[config.mk]
export PLATFORM = sky130hd
export DESIGN_NAME = adsr_envelope_generator_top_flat
export DESIGN_NICKNAME = d
export VERILOG_FILES = /design/src/rtl/adsr_pkg.sv /design/src/rtl/adsr_cmd_if.sv /design/src/rtl/adsr_env_if.sv /design/src/rtl/adsr_envelope_generator_top.sv /design/src/rtl/adsr_cfg_regs.sv /design/src/rtl/adsr_muldiv.sv /design/src/flat_wrapper.sv
export SDC_FILE = /design/constraint.sdc
export NUM_CORES = 1
export LEC_CHECK = 0
export ABC_AREA = 1
export BUFFER_PORTS_ARGS = -buffer_cell sky130_fd_sc_hd__buf_4
export CORE_MARGIN = 1
export CORE_UTILIZATION = 30
export DETAILED_ROUTE_END_ITERATION = 8
export GPL_TIMING_DRIVEN = 0
export SLEW_MARGIN = 25
export SYNTH_ARGS = -nofsm -noshare
export SYNTH_HDL_FRONTEND = slang
export SYNTH_SLANG_ARGS = --single-unit
[constraint.sdc]
create_clock -name clk -period 11.2 [get_ports clk]
set_input_delay 0.56 -clock clk [delete_from_list [all_inputs] [get_ports clk]]
set_output_delay 0.56 -clock clk [all_outputs]
set_load 0.01 [all_outputs]
[src/rtl/adsr_pkg.sv]
// Shared constants for the ADSR envelope generator: default widths, mode,
// phase and register index codes, and reset values of the configuration registers.
// No dependencies.
`timescale 1ns / 1ps

package adsr_pkg;

    // default widths
    localparam int DEF_COUNT_BITS    = 20;
    localparam int DEF_AMP_FRAC_BITS = 15;
    localparam int DEF_AMP_W         = DEF_AMP_FRAC_BITS + 1;

    // item modes
    localparam logic [1:0] MODE_TICK     = 2'd0;
    localparam logic [1:0] MODE_NOTE_ON  = 2'd1;
    localparam logic [1:0] MODE_NOTE_OFF = 2'd2;

    // envelope phases
    localparam int PHASE_W = 3;
    localparam logic [PHASE_W-1:0] PH_IDLE    = 3'd0;
    localparam logic [PHASE_W-1:0] PH_ATTACK  = 3'd1;
    localparam logic [PHASE_W-1:0] PH_DECAY   = 3'd2;
    localparam logic [PHASE_W-1:0] PH_SUSTAIN = 3'd3;
    localparam logic [PHASE_W-1:0] PH_RELEASE = 3'd4;

    // configuration register indexes
    localparam int CFG_IDX_W = 3;
    localparam logic [CFG_IDX_W-1:0] CFG_ATTACK  = 3'd0;
    localparam logic [CFG_IDX_W-1:0] CFG_DECAY   = 3'd1;
    localparam logic [CFG_IDX_W-1:0] CFG_SUSTAIN = 3'd2;
    localparam logic [CFG_IDX_W-1:0] CFG_RELEASE = 3'd3;
    localparam logic [CFG_IDX_W-1:0] CFG_SINGLE  = 3'd4;

    // reset values: ramp lengths in ticks, sustain as tenths of full scale
    localparam longint unsigned ATTACK_RESET  = 480;
    localparam longint unsigned DECAY_RESET   = 480;
    localparam longint unsigned RELEASE_RESET = 4800;
    localparam int              SUSTAIN_TENTHS = 7;

endpackage

[src/rtl/adsr_cmd_if.sv]
// Command channel of the envelope generator: valid/ready with mode and velocity.
// Depends on adsr_pkg for the default width.
`timescale 1ns / 1ps

interface adsr_cmd_if
    import adsr_pkg::*;
#(
    parameter int AMP_W = DEF_AMP_W
);
    logic             valid;
    logic             ready;
    logic [1:0]       mode;
    logic [AMP_W-1:0] velocity;

    modport source (output valid, output mode, output velocity, input ready);
    modport sink   (input valid, input mode, input velocity, output ready);
endinterface

[src/rtl/adsr_env_if.sv]
// Envelope result channel: valid/ready with amplitude and active flag.
// Depends on adsr_pkg for the default width.
`timescale 1ns / 1ps

interface adsr_env_if
    import adsr_pkg::*;
#(
    parameter int AMP_W = DEF_AMP_W
);
    logic             valid;
    logic             ready;
    logic [AMP_W-1:0] amplitude;
    logic             active;

    modport source (output valid, output amplitude, output active, input ready);
    modport sink   (input valid, input amplitude, input active, output ready);
endinterface

[src/rtl/adsr_envelope_generator_top.sv]
// Top level of the linear ADSR envelope generator: phase sequencer, output
// register. Depends on adsr_pkg, adsr_cmd_if, adsr_env_if, adsr_cfg_regs, adsr_muldiv.
`timescale 1ns / 1ps

// Linear ADSR envelope in unsigned Q1.(AMP_FRAC_BITS). Every command beat
// (tick, note-on, note-off) returns exactly one result beat with the held or
// new level and the active flag. Note-on, note-off and ticks that end or hold
// a phase finish in the accept cycle: the result register is loaded at once
// and the next beat can be taken the following cycle. A tick inside an
// attack, decay or release ramp needs level*count/length; it runs through the
// shared multiply/divide unit, one registered multiply and then one quotient
// bit per cycle, and the next beat is taken only once the quotient is back
// and the result has entered the output register. The command channel is
// held off while that divide runs or while a finished result cannot enter the
// output register. Configuration writes are taken any cycle but are meant for
// idle periods; new lengths apply to the next tick. There is no clearing pass.
module adsr_envelope_generator_top
    import adsr_pkg::*;
#(
    parameter int COUNT_BITS    = DEF_COUNT_BITS,
    parameter int AMP_FRAC_BITS = DEF_AMP_FRAC_BITS
)
(
    input  logic                    clk,
    input  logic                    rst_n,
    adsr_cmd_if.sink                cmd,
    adsr_env_if.source              env,
    input  logic                    cfg_we,
    input  logic [CFG_IDX_W-1:0]    cfg_idx,
    input  logic [((COUNT_BITS > AMP_FRAC_BITS + 1) ? COUNT_BITS : AMP_FRAC_BITS + 1)-1:0]
                                    cfg_wdata
);
    localparam int AW    = AMP_FRAC_BITS + 1;
    localparam int CB    = COUNT_BITS;
    localparam int CFG_W = (CB > AW) ? CB : AW;
    localparam logic [AW-1:0] FULL = {1'b1, {AMP_FRAC_BITS{1'b0}}};

    // sequencer states
    localparam logic [1:0] ST_IDLE = 2'd0; // taking command beats
    localparam logic [1:0] ST_CALC = 2'd1; // ramp divide in flight
    localparam logic [1:0] ST_PUSH = 2'd2; // level ready, waiting for output slot

    // configuration
    logic [CB-1:0] attack_len;
    logic [CB-1:0] decay_len;
    logic [AW-1:0] sustain_raw;
    logic [CB-1:0] release_len;
    logic          single_shot;

    // envelope state
    logic [1:0]         st_reg,    st_next;
    logic [PHASE_W-1:0] phase_reg, phase_next;
    logic [CB-1:0]      cnt_reg,   cnt_next;
    logic [AW-1:0]      peak_reg,  peak_next;
    logic [AW-1:0]      level_reg, level_next;
    logic               pend_reg,  pend_next;

    // ramp step captured at accept: level = base +/- quotient
    logic [AW-1:0]      base_reg,  base_next;
    logic               sub_reg,   sub_next;

    // output register
    logic               ovalid_reg, ovalid_next;
    logic [AW-1:0]      oamp_reg,   oamp_next;
    logic               oact_reg,   oact_next;

    adsr_cfg_regs #(
        .COUNT_BITS    (COUNT_BITS),
        .AMP_FRAC_BITS (AMP_FRAC_BITS),
        .CFG_W         (CFG_W)
    ) u_cfg (
        .clk         (clk),
        .rst_n       (rst_n),
        .we          (cfg_we),
        .idx         (cfg_idx),
        .wdata       (cfg_wdata),
        .attack_len  (attack_len),
        .decay_len   (decay_len),
        .sustain_raw (sustain_raw),
        .release_len (release_len),
        .single_shot (single_shot)
    );

    // shared ramp unit
    logic          div_start;
    logic [AW-1:0] div_mcand;
    logic [CB-1:0] div_divisor;
    logic          div_busy;
    logic          div_done;
    logic [AW-1:0] div_quot;

    adsr_muldiv #(
        .AW (AW),
        .CB (CB)
    ) u_muldiv (
        .clk      (clk),
        .rst_n    (rst_n),
        .start    (div_start),
        .mcand    (div_mcand),
        .count    (cnt_reg),
        .divisor  (div_divisor),
        .busy     (div_busy),
        .done     (div_done),
        .quotient (div_quot)
    );

    logic          slot_free;
    logic          accept;
    logic          use_div;
    logic [AW-1:0] sus;
    logic [AW-1:0] vel_sat;
    logic          sus_ge_peak;

    assign sus         = (sustain_raw > FULL) ? FULL : sustain_raw;
    assign vel_sat     = (cmd.velocity > FULL) ? FULL : cmd.velocity;
    assign sus_ge_peak = (sus >= peak_reg);

    assign slot_free = !ovalid_reg || env.ready;
    assign cmd.ready = (st_reg == ST_IDLE) && slot_free;
    assign accept    = cmd.valid && cmd.ready;

    always_comb
    begin
        st_next     = st_reg;
        phase_next  = phase_reg;
        cnt_next    = cnt_reg;
        peak_next   = peak_reg;
        level_next  = level_reg;
        pend_next   = pend_reg;
        base_next   = base_reg;
        sub_next    = sub_reg;
        ovalid_next = ovalid_reg && !env.ready;
        oamp_next   = oamp_reg;
        oact_next   = oact_reg;
        use_div     = 1'b0;
        div_start   = 1'b0;
        div_mcand   = '0;
        div_divisor = '0;

        unique case (st_reg)
            ST_IDLE:
            begin
                if (accept)
                begin
                    unique case (cmd.mode)
                        MODE_TICK:
                        begin
                            unique case (phase_reg)
                                PH_ATTACK:
                                begin
                                    if (cnt_reg < attack_len)
                                    begin
                                        use_div     = 1'b1;
                                        div_mcand   = peak_reg;
                                        div_divisor = attack_len;
                                        base_next   = '0;
                                        sub_next    = 1'b0;
                                        cnt_next    = cnt_reg + CB'(1);
                                    end
                                    else
                                    begin
                                        level_next = peak_reg;
                                        phase_next = PH_DECAY;
                                        cnt_next   = '0;
                                    end
                                end
                                PH_DECAY:
                                begin
                                    if (cnt_reg < decay_len)
                                    begin
                                        // ramp toward sustain, either direction
                                        use_div     = 1'b1;
                                        div_mcand   = sus_ge_peak ? (sus - peak_reg)
                                                                  : (peak_reg - sus);
                                        div_divisor = decay_len;
                                        base_next   = peak_reg;
                                        sub_next    = !sus_ge_peak;
                                        cnt_next    = cnt_reg + CB'(1);
                                    end
                                    else
                                    begin
                                        level_next = sus;
                                        phase_next = PH_SUSTAIN;
                                        cnt_next   = '0;
                                    end
                                end
                                PH_SUSTAIN:
                                begin
                                    level_next = sus;
                                    if (pend_reg || single_shot)
                                    begin
                                        phase_next = PH_RELEASE;
                                        cnt_next   = '0;
                                    end
                                end
                                PH_RELEASE:
                                begin
                                    if (cnt_reg < release_len)
                                    begin
                                        use_div     = 1'b1;
                                        div_mcand   = sus;
                                        div_divisor = release_len;
                                        base_next   = sus;
                                        sub_next    = 1'b1;
                                        cnt_next    = cnt_reg + CB'(1);
                                    end
                                    else
                                    begin
                                        phase_next = PH_IDLE;
                                        level_next = '0;
                                    end
                                end
                                default:
                                begin
                                    phase_next = PH_IDLE;
                                    level_next = '0;
                                end
                            endcase
                        end
                        MODE_NOTE_ON:
                        begin
                            phase_next = PH_ATTACK;
                            cnt_next   = '0;
                            peak_next  = vel_sat;
                            pend_next  = 1'b0;
                        end
                        MODE_NOTE_OFF:
                        begin
                            pend_next = 1'b1;
                            if (phase_reg != PH_RELEASE)
                            begin
                                phase_next = PH_RELEASE;
                                cnt_next   = '0;
                            end
                        end
                        default: ; // unused mode, level held
                    endcase

                    if (use_div)
                    begin
                        div_start = 1'b1;
                        st_next   = ST_CALC;
                    end
                    else
                    begin
                        ovalid_next = 1'b1;
                        oamp_next   = level_next;
                        oact_next   = (phase_next != PH_IDLE);
                    end
                end
            end
            ST_CALC:
            begin
                if (div_done)
                begin
                    level_next = sub_reg ? (base_reg - div_quot) : (base_reg + div_quot);
                    st_next    = ST_PUSH;
                end
            end
            ST_PUSH:
            begin
                if (slot_free)
                begin
                    ovalid_next = 1'b1;
                    oamp_next   = level_reg;
                    oact_next   = (phase_reg != PH_IDLE);
                    st_next     = ST_IDLE;
                end
            end
            default: st_next = ST_IDLE;
        endcase
    end

    always_ff @(posedge clk or negedge rst_n)
    begin
        if (!rst_n)
        begin
            st_reg     <= ST_IDLE;
            phase_reg  <= PH_IDLE;
            cnt_reg    <= '0;
            peak_reg   <= FULL;
            level_reg  <= '0;
            pend_reg   <= 1'b0;
            ovalid_reg <= 1'b0;
        end
        else
        begin
            st_reg     <= st_next;
            phase_reg  <= phase_next;
            cnt_reg    <= cnt_next;
            peak_reg   <= peak_next;
            level_reg  <= level_next;
            pend_reg   <= pend_next;
            ovalid_reg <= ovalid_next;
        end
    end

    always_ff @(posedge clk)
    begin
        base_reg <= base_next;
        sub_reg  <= sub_next;
        oamp_reg <= oamp_next;
        oact_reg <= oact_next;
    end

    assign env.valid     = ovalid_reg;
    assign env.amplitude = oamp_reg;
    assign env.active    = oact_reg;

    // ramp unit only started when free
    a_start_idle: assert property (@(posedge clk) disable iff (!rst_n)
        div_start |-> !div_busy)
        else $error("ramp unit started while busy");

    // a quotient only arrives while the sequencer waits for it
    a_done_calc: assert property (@(posedge clk) disable iff (!rst_n)
        div_done |-> (st_reg == ST_CALC))
        else $error("ramp result outside calc state");

    // pushed beat carries the computed level
    a_push_level: assert property (@(posedge clk) disable iff (!rst_n)
        (st_reg == ST_PUSH && slot_free) |=>
            (env.valid && env.amplitude == $past(level_reg)))
        else $error("pushed amplitude differs from level");

    // ramp result never exceeds full scale
    a_level_range: assert property (@(posedge clk) disable iff (!rst_n)
        div_done |=> (level_reg <= FULL))
        else $error("ramp level above full scale");
endmodule

[src/rtl/adsr_cfg_regs.sv]
// Configuration register file: ramp lengths, sustain level and single-shot flag.
// Depends on adsr_pkg for register indexes and reset values.
`timescale 1ns / 1ps

module adsr_cfg_regs
    import adsr_pkg::*;
#(
    parameter int COUNT_BITS    = DEF_COUNT_BITS,
    parameter int AMP_FRAC_BITS = DEF_AMP_FRAC_BITS,
    parameter int CFG_W         = DEF_COUNT_BITS
)
(
    input  logic                     clk,
    input  logic                     rst_n,
    input  logic                     we,
    input  logic [CFG_IDX_W-1:0]     idx,
    input  logic [CFG_W-1:0]         wdata,
    output logic [COUNT_BITS-1:0]    attack_len,
    output logic [COUNT_BITS-1:0]    decay_len,
    output logic [AMP_FRAC_BITS:0]   sustain_raw,
    output logic [COUNT_BITS-1:0]    release_len,
    output logic                     single_shot
);
    localparam int AW = AMP_FRAC_BITS + 1;
    localparam longint unsigned LEN_MAX = (64'd1 << COUNT_BITS) - 64'd1;
    localparam longint unsigned ATT_RST = (ATTACK_RESET > LEN_MAX) ? LEN_MAX : ATTACK_RESET;
    localparam longint unsigned DEC_RST = (DECAY_RESET > LEN_MAX) ? LEN_MAX : DECAY_RESET;
    localparam longint unsigned REL_RST = (RELEASE_RESET > LEN_MAX) ? LEN_MAX : RELEASE_RESET;
    // rounded fraction of full scale
    localparam longint unsigned SUS_RST =
        (SUSTAIN_TENTHS * (64'd1 << AMP_FRAC_BITS) + 64'd5) / 10;

    logic [COUNT_BITS-1:0] attack_reg,  attack_next;
    logic [COUNT_BITS-1:0] decay_reg,   decay_next;
    logic [AW-1:0]         sustain_reg, sustain_next;
    logic [COUNT_BITS-1:0] release_reg, release_next;
    logic                  single_reg,  single_next;

    always_comb
    begin
        attack_next  = attack_reg;
        decay_next   = decay_reg;
        sustain_next = sustain_reg;
        release_next = release_reg;
        single_next  = single_reg;
        if (we)
        begin
            unique case (idx)
                CFG_ATTACK:  attack_next  = wdata[COUNT_BITS-1:0];
                CFG_DECAY:   decay_next   = wdata[COUNT_BITS-1:0];
                CFG_SUSTAIN: sustain_next = wdata[AW-1:0];
                CFG_RELEASE: release_next = wdata[COUNT_BITS-1:0];
                CFG_SINGLE:  single_next  = wdata[0];
                default:     ; // unmapped index, write dropped
            endcase
        end
    end

    always_ff @(posedge clk or negedge rst_n)
    begin
        if (!rst_n)
        begin
            attack_reg  <= ATT_RST[COUNT_BITS-1:0];
            decay_reg   <= DEC_RST[COUNT_BITS-1:0];
            sustain_reg <= SUS_RST[AW-1:0];
            release_reg <= REL_RST[COUNT_BITS-1:0];
            single_reg  <= 1'b0;
        end
        else
        begin
            attack_reg  <= attack_next;
            decay_reg   <= decay_next;
            sustain_reg <= sustain_next;
            release_reg <= release_next;
            single_reg  <= single_next;
        end
    end

    assign attack_len  = attack_reg;
    assign decay_len   = decay_reg;
    assign sustain_raw = sustain_reg;
    assign release_len = release_reg;
    assign single_shot = single_reg;
endmodule

[src/rtl/adsr_muldiv.sv]
// Shared ramp arithmetic: one registered multiply, then a serial restoring
// divide, one quotient bit per cycle. Depends on adsr_pkg for default widths.
`timescale 1ns / 1ps

module adsr_muldiv
    import adsr_pkg::*;
#(
    parameter int AW = DEF_AMP_W,
    parameter int CB = DEF_COUNT_BITS
)
(
    input  logic          clk,
    input  logic          rst_n,
    input  logic          start,
    input  logic [AW-1:0] mcand,
    input  logic [CB-1:0] count,
    input  logic [CB-1:0] divisor,
    output logic          busy,
    output logic          done,
    output logic [AW-1:0] quotient
);
    // mcand*count/divisor, with count < divisor so the quotient fits AW bits
    localparam int PW     = AW + CB;
    localparam int STEP_W = $clog2(AW + 1);

    localparam logic [1:0] U_IDLE = 2'd0;
    localparam logic [1:0] U_MUL  = 2'd1;
    localparam logic [1:0] U_DIV  = 2'd2;

    logic [1:0]        st_reg,   st_next;
    logic [STEP_W-1:0] step_reg, step_next;
    logic              done_reg, done_next;
    logic [AW-1:0]     a_reg,    a_next;
    logic [CB-1:0]     b_reg,    b_next;
    logic [CB-1:0]     d_reg,    d_next;
    logic [CB-1:0]     rem_reg,  rem_next;
    logic [AW-1:0]     q_reg,    q_next;

    logic [PW-1:0] prod;
    logic [CB:0]   trial;
    logic [CB:0]   diff;
    logic          ge;

    assign prod  = PW'(a_reg) * PW'(b_reg);
    assign trial = {rem_reg, q_reg[AW-1]};
    assign diff  = trial - {1'b0, d_reg};
    assign ge    = (trial >= {1'b0, d_reg});

    always_comb
    begin
        st_next   = st_reg;
        step_next = step_reg;
        done_next = 1'b0;
        a_next    = a_reg;
        b_next    = b_reg;
        d_next    = d_reg;
        rem_next  = rem_reg;
        q_next    = q_reg;
        unique case (st_reg)
            U_IDLE:
            begin
                if (start)
                begin
                    a_next  = mcand;
                    b_next  = count;
                    d_next  = divisor;
                    st_next = U_MUL;
                end
            end
            U_MUL:
            begin
                // high part is below the divisor, low part shifts in bit by bit
                rem_next  = prod[PW-1:AW];
                q_next    = prod[AW-1:0];
                step_next = '0;
                st_next   = U_DIV;
            end
            U_DIV:
            begin
                rem_next  = ge ? diff[CB-1:0] : trial[CB-1:0];
                q_next    = {q_reg[AW-2:0], ge};
                step_next = step_reg + STEP_W'(1);
                if (step_reg == STEP_W'(AW - 1))
                begin
                    done_next = 1'b1;
                    st_next   = U_IDLE;
                end
            end
            default: st_next = U_IDLE;
        endcase
    end

    always_ff @(posedge clk or negedge rst_n)
    begin
        if (!rst_n)
        begin
            st_reg   <= U_IDLE;
            step_reg <= '0;
            done_reg <= 1'b0;
        end
        else
        begin
            st_reg   <= st_next;
            step_reg <= step_next;
            done_reg <= done_next;
        end
    end

    always_ff @(posedge clk)
    begin
        a_reg   <= a_next;
        b_reg   <= b_next;
        d_reg   <= d_next;
        rem_reg <= rem_next;
        q_reg   <= q_next;
    end

    assign busy     = (st_reg != U_IDLE);
    assign done     = done_reg;
    assign quotient = q_reg;
endmodule
[src/flat_wrapper.sv]
// flat-port wrapper written by rule: the top's interface ports become plain ports
module adsr_envelope_generator_top_flat import adsr_pkg::*;
#(
    parameter int COUNT_BITS    = DEF_COUNT_BITS,
    parameter int AMP_FRAC_BITS = DEF_AMP_FRAC_BITS
)
  (clk, rst_n, cfg_we, cfg_idx, cfg_wdata, cmd_valid, cmd_mode, cmd_velocity, cmd_ready, env_valid, env_amplitude, env_active, env_ready);
  adsr_cmd_if cmd_i ();
  adsr_env_if env_i ();
  input  logic clk;
  input  logic rst_n;
  input  logic cfg_we;
  input  logic [CFG_IDX_W-1:0] cfg_idx;
  input  logic [((COUNT_BITS > AMP_FRAC_BITS + 1) ? COUNT_BITS : AMP_FRAC_BITS + 1)-1:0] cfg_wdata;
  input wire logic [$bits(cmd_i.valid)-1:0] cmd_valid;
  input wire logic [$bits(cmd_i.mode)-1:0] cmd_mode;
  input wire logic [$bits(cmd_i.velocity)-1:0] cmd_velocity;
  output wire logic [$bits(cmd_i.ready)-1:0] cmd_ready;
  output wire logic [$bits(env_i.valid)-1:0] env_valid;
  output wire logic [$bits(env_i.amplitude)-1:0] env_amplitude;
  output wire logic [$bits(env_i.active)-1:0] env_active;
  input wire logic [$bits(env_i.ready)-1:0] env_ready;
  assign cmd_i.valid = cmd_valid;
  assign cmd_i.mode = cmd_mode;
  assign cmd_i.velocity = cmd_velocity;
  assign cmd_ready = cmd_i.ready;
  assign env_valid = env_i.valid;
  assign env_amplitude = env_i.amplitude;
  assign env_active = env_i.active;
  assign env_i.ready = env_ready;
  adsr_envelope_generator_top #(.COUNT_BITS(COUNT_BITS), .AMP_FRAC_BITS(AMP_FRAC_BITS)) u_core (.clk(clk), .rst_n(rst_n), .cmd(cmd_i), .env(env_i), .cfg_we(cfg_we), .cfg_idx(cfg_idx), .cfg_wdata(cfg_wdata));
endmodule
==> results by group <==
Floorplan
  • Die Ht: 316 µm
  • Top-Level Pins: 65
  • Core ar.: 97,300 µm²
  • # rows: 114
  • Die width: 316 µm
  • Die area: 100,000 µm²
  • Initial core utilization: 0.305

CTS
  • Clock Latency Late Sink: 0.59 ns
  • Clk slew on worst S/H paths: 0.06 ns
  • Resized cells post-CTS: 0
  • Clock sink total: 270
  • Maximum clock path buffer count: 3
  • H-tree level count: 1
  • Inserted Clock Buffers: 29
  • Clk root buf: clkbuf_16
  • TritonCTS clock tree: yes

Worst setup path
  • CP cell instances: clkbuf_1, clkbuf_1, nand2_1, fa_1, inv_1, fa_1, fa_1, fa_1, fa_1, inv_1, fa_1, inv_1, ha_1, a21oi_1, o21ai_0, a21oi_1, nand2_1, nand2_1, nand2_1, or2_2, nand3_1, nand2_1
  • Crit path max fanout: 10
  • CP most frequent cell: fa_1
  • Crit-path slowest cell: clkbuf_1
  • Crit-path max cell delay: 0.66 ns
  • CP top delay family: adder cells
  • Arrival time worst endpoint: 7.62 ns
  • Crit path required time: 11.54 ns
  • Setup crit start kind: flip-flop
  • Crit end category: flip-flop
  • Type of the worst setup path: flip-flop to flip-flop
  • Worst Path Buf+Inv: 5

Logic synthesis
  • Synth warnings: 0
  • Async SR Flop Fraction: 0.533
  • Post-synthesis sequential area ratio: 0.250
  • Yosys reg bits: 270
  • Cell area after synthesis: 29,700 µm²
  • Ys flop type: edfxtp_1
  • Post-Synthesis Cells: 3,954
  • Syn nets: 4,497
  • Unique masters post-synth: 57
  • EDFF count, synth: 126
  • Syn Area/Cell: 7.50 µm²

Placed design
  • Setup WS pre-CTS: 3.98 ns
  • GPL Wtd Cong: 0.939
  • # port buffers: 64
  • Detailed placement HPWL: 76,300 µm
  • Placed cell area: 31,900 µm²

Global route
  • Vias in the first global route: 25,700
  • GRT Overall Usage: 0.190
  • Initial antenna violation count: 0
  • Largest net degree at the start of global routing: 70
  • First-pass GRT wire length: 148,000 µm
  • Total congestion overflow: 0

STA
  • Hold Slack: 0.218 ns
  • RSZ-0062 raised after global routing: false
  • Final worst slack: 3.92 ns
  • Final setup fails: 0
  • Final Max Tran Viols: 0
  • Slew headroom: 0.409
  • Tcrit/Tclk final: 0.650
  • Slew @ Worst Pin: 0.886 ns
  • Fin crit period: 7.28 ns
  • Setup TNS: 0 ns
  • Final Hold Fails: 0
  • Fmax: 137 MHz
  • Skew final: 0.00993 ns

Layout
  • Area grow syn2layout: 10.6%
  • Finished Cell Area: 32,800 µm²
  • Fillers: 10,500
  • Register area: 7410 µm²
  • Multi-input logic area: 18,500 µm²
  • NumNets Final: 4,598
  • Share of cells above drive strength 1: 0.0542
  • ANT cells: 0

Run
  • Max Cap Violations: 0

Route
  • Remaining DRCs: 0
  • Final WL: 94,300 µm
  • Total number of vias: 26,000
  • Vias/cell: 4.86
  • DRT iter0 DRCs: 2,085
  • Average wire per standard cell: 17.6 µm
  • Routed Antenna Nets: 0
  • Pre-antenna DRT Iters: 6

Run status
  • Status: finished, final reports clean

Power
  • Peak supply drop: 125 µV
  • Pwr Total: 5.29 mW
  • Pleak: 17.0 nW
  • Power density cells: 161 nW/µm²

Hold path
  • Hold WC Path Type: primary input to flip-flop
[power by group]
| group | internal, mW | switching, mW |
|---|---|---|
| clock | 0.524 | 0.415 |
| sequential | 1.34 | 0.202 |
| combinational | 0.940 | 1.87 |
[synth_stat cells, types with 6 or more instances]
| library cell | n | area (µm²) |
|---|---|---|
| a32oi_1 | 14 | 123 |
| nor4_1 | 12 | 75.1 |
| a31oi_1 | 25 | 156 |
| a21o_1 | 15 | 113 |
| o22ai_1 | 43 | 269 |
| buf_1 | 10 | 37.5 |
| clkinv_1 | 6 | 22.5 |
| dfstp_2 | 21 | 552 |
| o21ai_0 | 229 | 1150 |
| dfrtp_1 | 123 | 3080 |
| o21bai_1 | 9 | 67.6 |
| nand3b_1 | 6 | 45.0 |
| nand3_1 | 196 | 981 |
| clkbuf_1 | 120 | 450 |
| nor3_1 | 30 | 150 |
| nand2_1 | 984 | 3690 |
| o21a_1 | 6 | 45.0 |
| buf_2 | 21 | 105 |
| inv_2 | 8 | 30.0 |
| fa_1 | 254 | 5080 |
| a21oi_1 | 159 | 796 |
| inv_1 | 803 | 3010 |
| o21ai_1 | 15 | 75.1 |
| nand4_1 | 71 | 444 |
| edfxtp_1 | 126 | 3780 |
| nor2_1 | 246 | 923 |
| or2_2 | 17 | 106 |
| a21boi_0 | 6 | 45.0 |
| o211ai_1 | 10 | 75.1 |
| ha_1 | 243 | 3040 |
| xnor2_1 | 17 | 149 |
| xor2_1 | 61 | 534 |
[layout by cell type, fill, tap and decap left out, types with 6 or more instances in the layout]
| cell type | synthesis | final |
|---|---|---|
| nand3_1 | 196 | 196 |
| dfrtp_1 | 123 | 123 |
| nor3_1 | 30 | 30 |
| o211ai_1 | 10 | 10 |
| clkinv_2 | 0 | 7 |
| nor4_1 | 12 | 12 |
| a21o_1 | 15 | 15 |
| inv_1 | 803 | 803 |
| o21bai_1 | 9 | 9 |
| clkbuf_1 | 120 | 126 |
| fa_1 | 254 | 254 |
| edfxtp_1 | 126 | 126 |
| o21ai_1 | 15 | 15 |
| a21boi_0 | 6 | 6 |
| buf_1 | 10 | 10 |
| o21ai_0 | 229 | 229 |
| nand2_1 | 984 | 984 |
| nand3b_1 | 6 | 6 |
| xor2_1 | 61 | 61 |
| nor2_1 | 246 | 245 |
| o22ai_1 | 43 | 43 |
| clkbuf_16 | 0 | 29 |
| nand4_1 | 71 | 71 |
| or2_2 | 17 | 17 |
| buf_2 | 21 | 21 |
| inv_2 | 8 | 8 |
| dfstp_2 | 21 | 21 |
| a21oi_1 | 159 | 159 |
| a31oi_1 | 25 | 25 |
| o21a_1 | 6 | 6 |
| xnor2_1 | 17 | 17 |
| ha_1 | 243 | 242 |
| buf_4 | 4 | 67 |
| a32oi_1 | 14 | 14 |
| clkinv_1 | 6 | 9 |
[layer usage]
metal / part of all wire / global-route usage / up-vias
li1: - / - / 12600
met1: 0.45 / 0.263 / 12400
met2: 0.46 / 0.312 / 832
met3: 0.059 / 0.0189 / 145
met4: 0.032 / 0.0565 / 0
met5: 0 / 0 / -
[per-stage QoR]
| step | utilization | instances |
|---|---|---|
| 2_1_floorplan | - | 3954 |
| 3_3_place_gp | 0.326 | 5294 |
| 3_5_place_dp | 0.328 | 5299 |
| 4_1_cts | 0.337 | 5354 |
| 5_1_grt | 0.337 | 5354 |
| 6_report | 0.337 | 5354 |
[area by class of cell]
class                           instances  share of cell area
Clock inverter                         15             0.00370
Inverter                              817              0.0935
Multi-Input combinational cell       2705               0.564
Tap cell                             1276              0.0487
Buffer                                162              0.0206
Clock buffer                           39              0.0243
Sequential cell                       270               0.226
Timing Repair Buffer                   70              0.0189
[cells by family (layout without fill, tap and decap cells)]
group	after synthesis	after routing	share of synthesized area
adders and majority gates	497	497	0.274
DFF	270	270	0.250
and+or+nand+nor	1586	1586	0.224
buffers and inverters	979	1103	0.126
AOI/OAI and AO/OA	544	544	0.102
xor gates and xnor gates	78	78	0.0230
[timing repair]
item                                    in CTS  in global routing
setup buffers                                0                  0
hold buffers                                 1                  0
endpoints found under the hold margin       14                  0
endpoints found under the setup margin       0                  0
[worst reg2reg max path: cells and delay by family, from the launching register on]
family          cells  cell delay [ns]
simple gates        7             0.97
fa+ha+maj           7             3.63
flops               1             0.32
compound gates      3             0.69
buf+inv             5             1.42
[path summary, 6_finish.rpt]
kind / from / slack [ns] / cells after the start / endpoint
min in group asynchronous: rst_n / 0.38 / 2 / u_core.level_reg[10]
min: cmd_velocity[0] / 0.22 / 3 / u_core.peak_reg[0]
max in group asynchronous: rst_n / 9.83 / 4 / u_core.u_cfg.release_len[12]
max reg2reg: u_core.u_muldiv.b_reg[7] / 3.92 / 22 / u_core.u_muldiv.rem_reg[7]
min reg2reg: u_core.u_cfg.release_len[4] / 0.49 / 2 / u_core.u_cfg.release_len[4]
max: u_core.u_muldiv.b_reg[7] / 3.92 / 22 / u_core.u_muldiv.rem_reg[7]
Note: power is estimated with default switching activity, not from simulation.
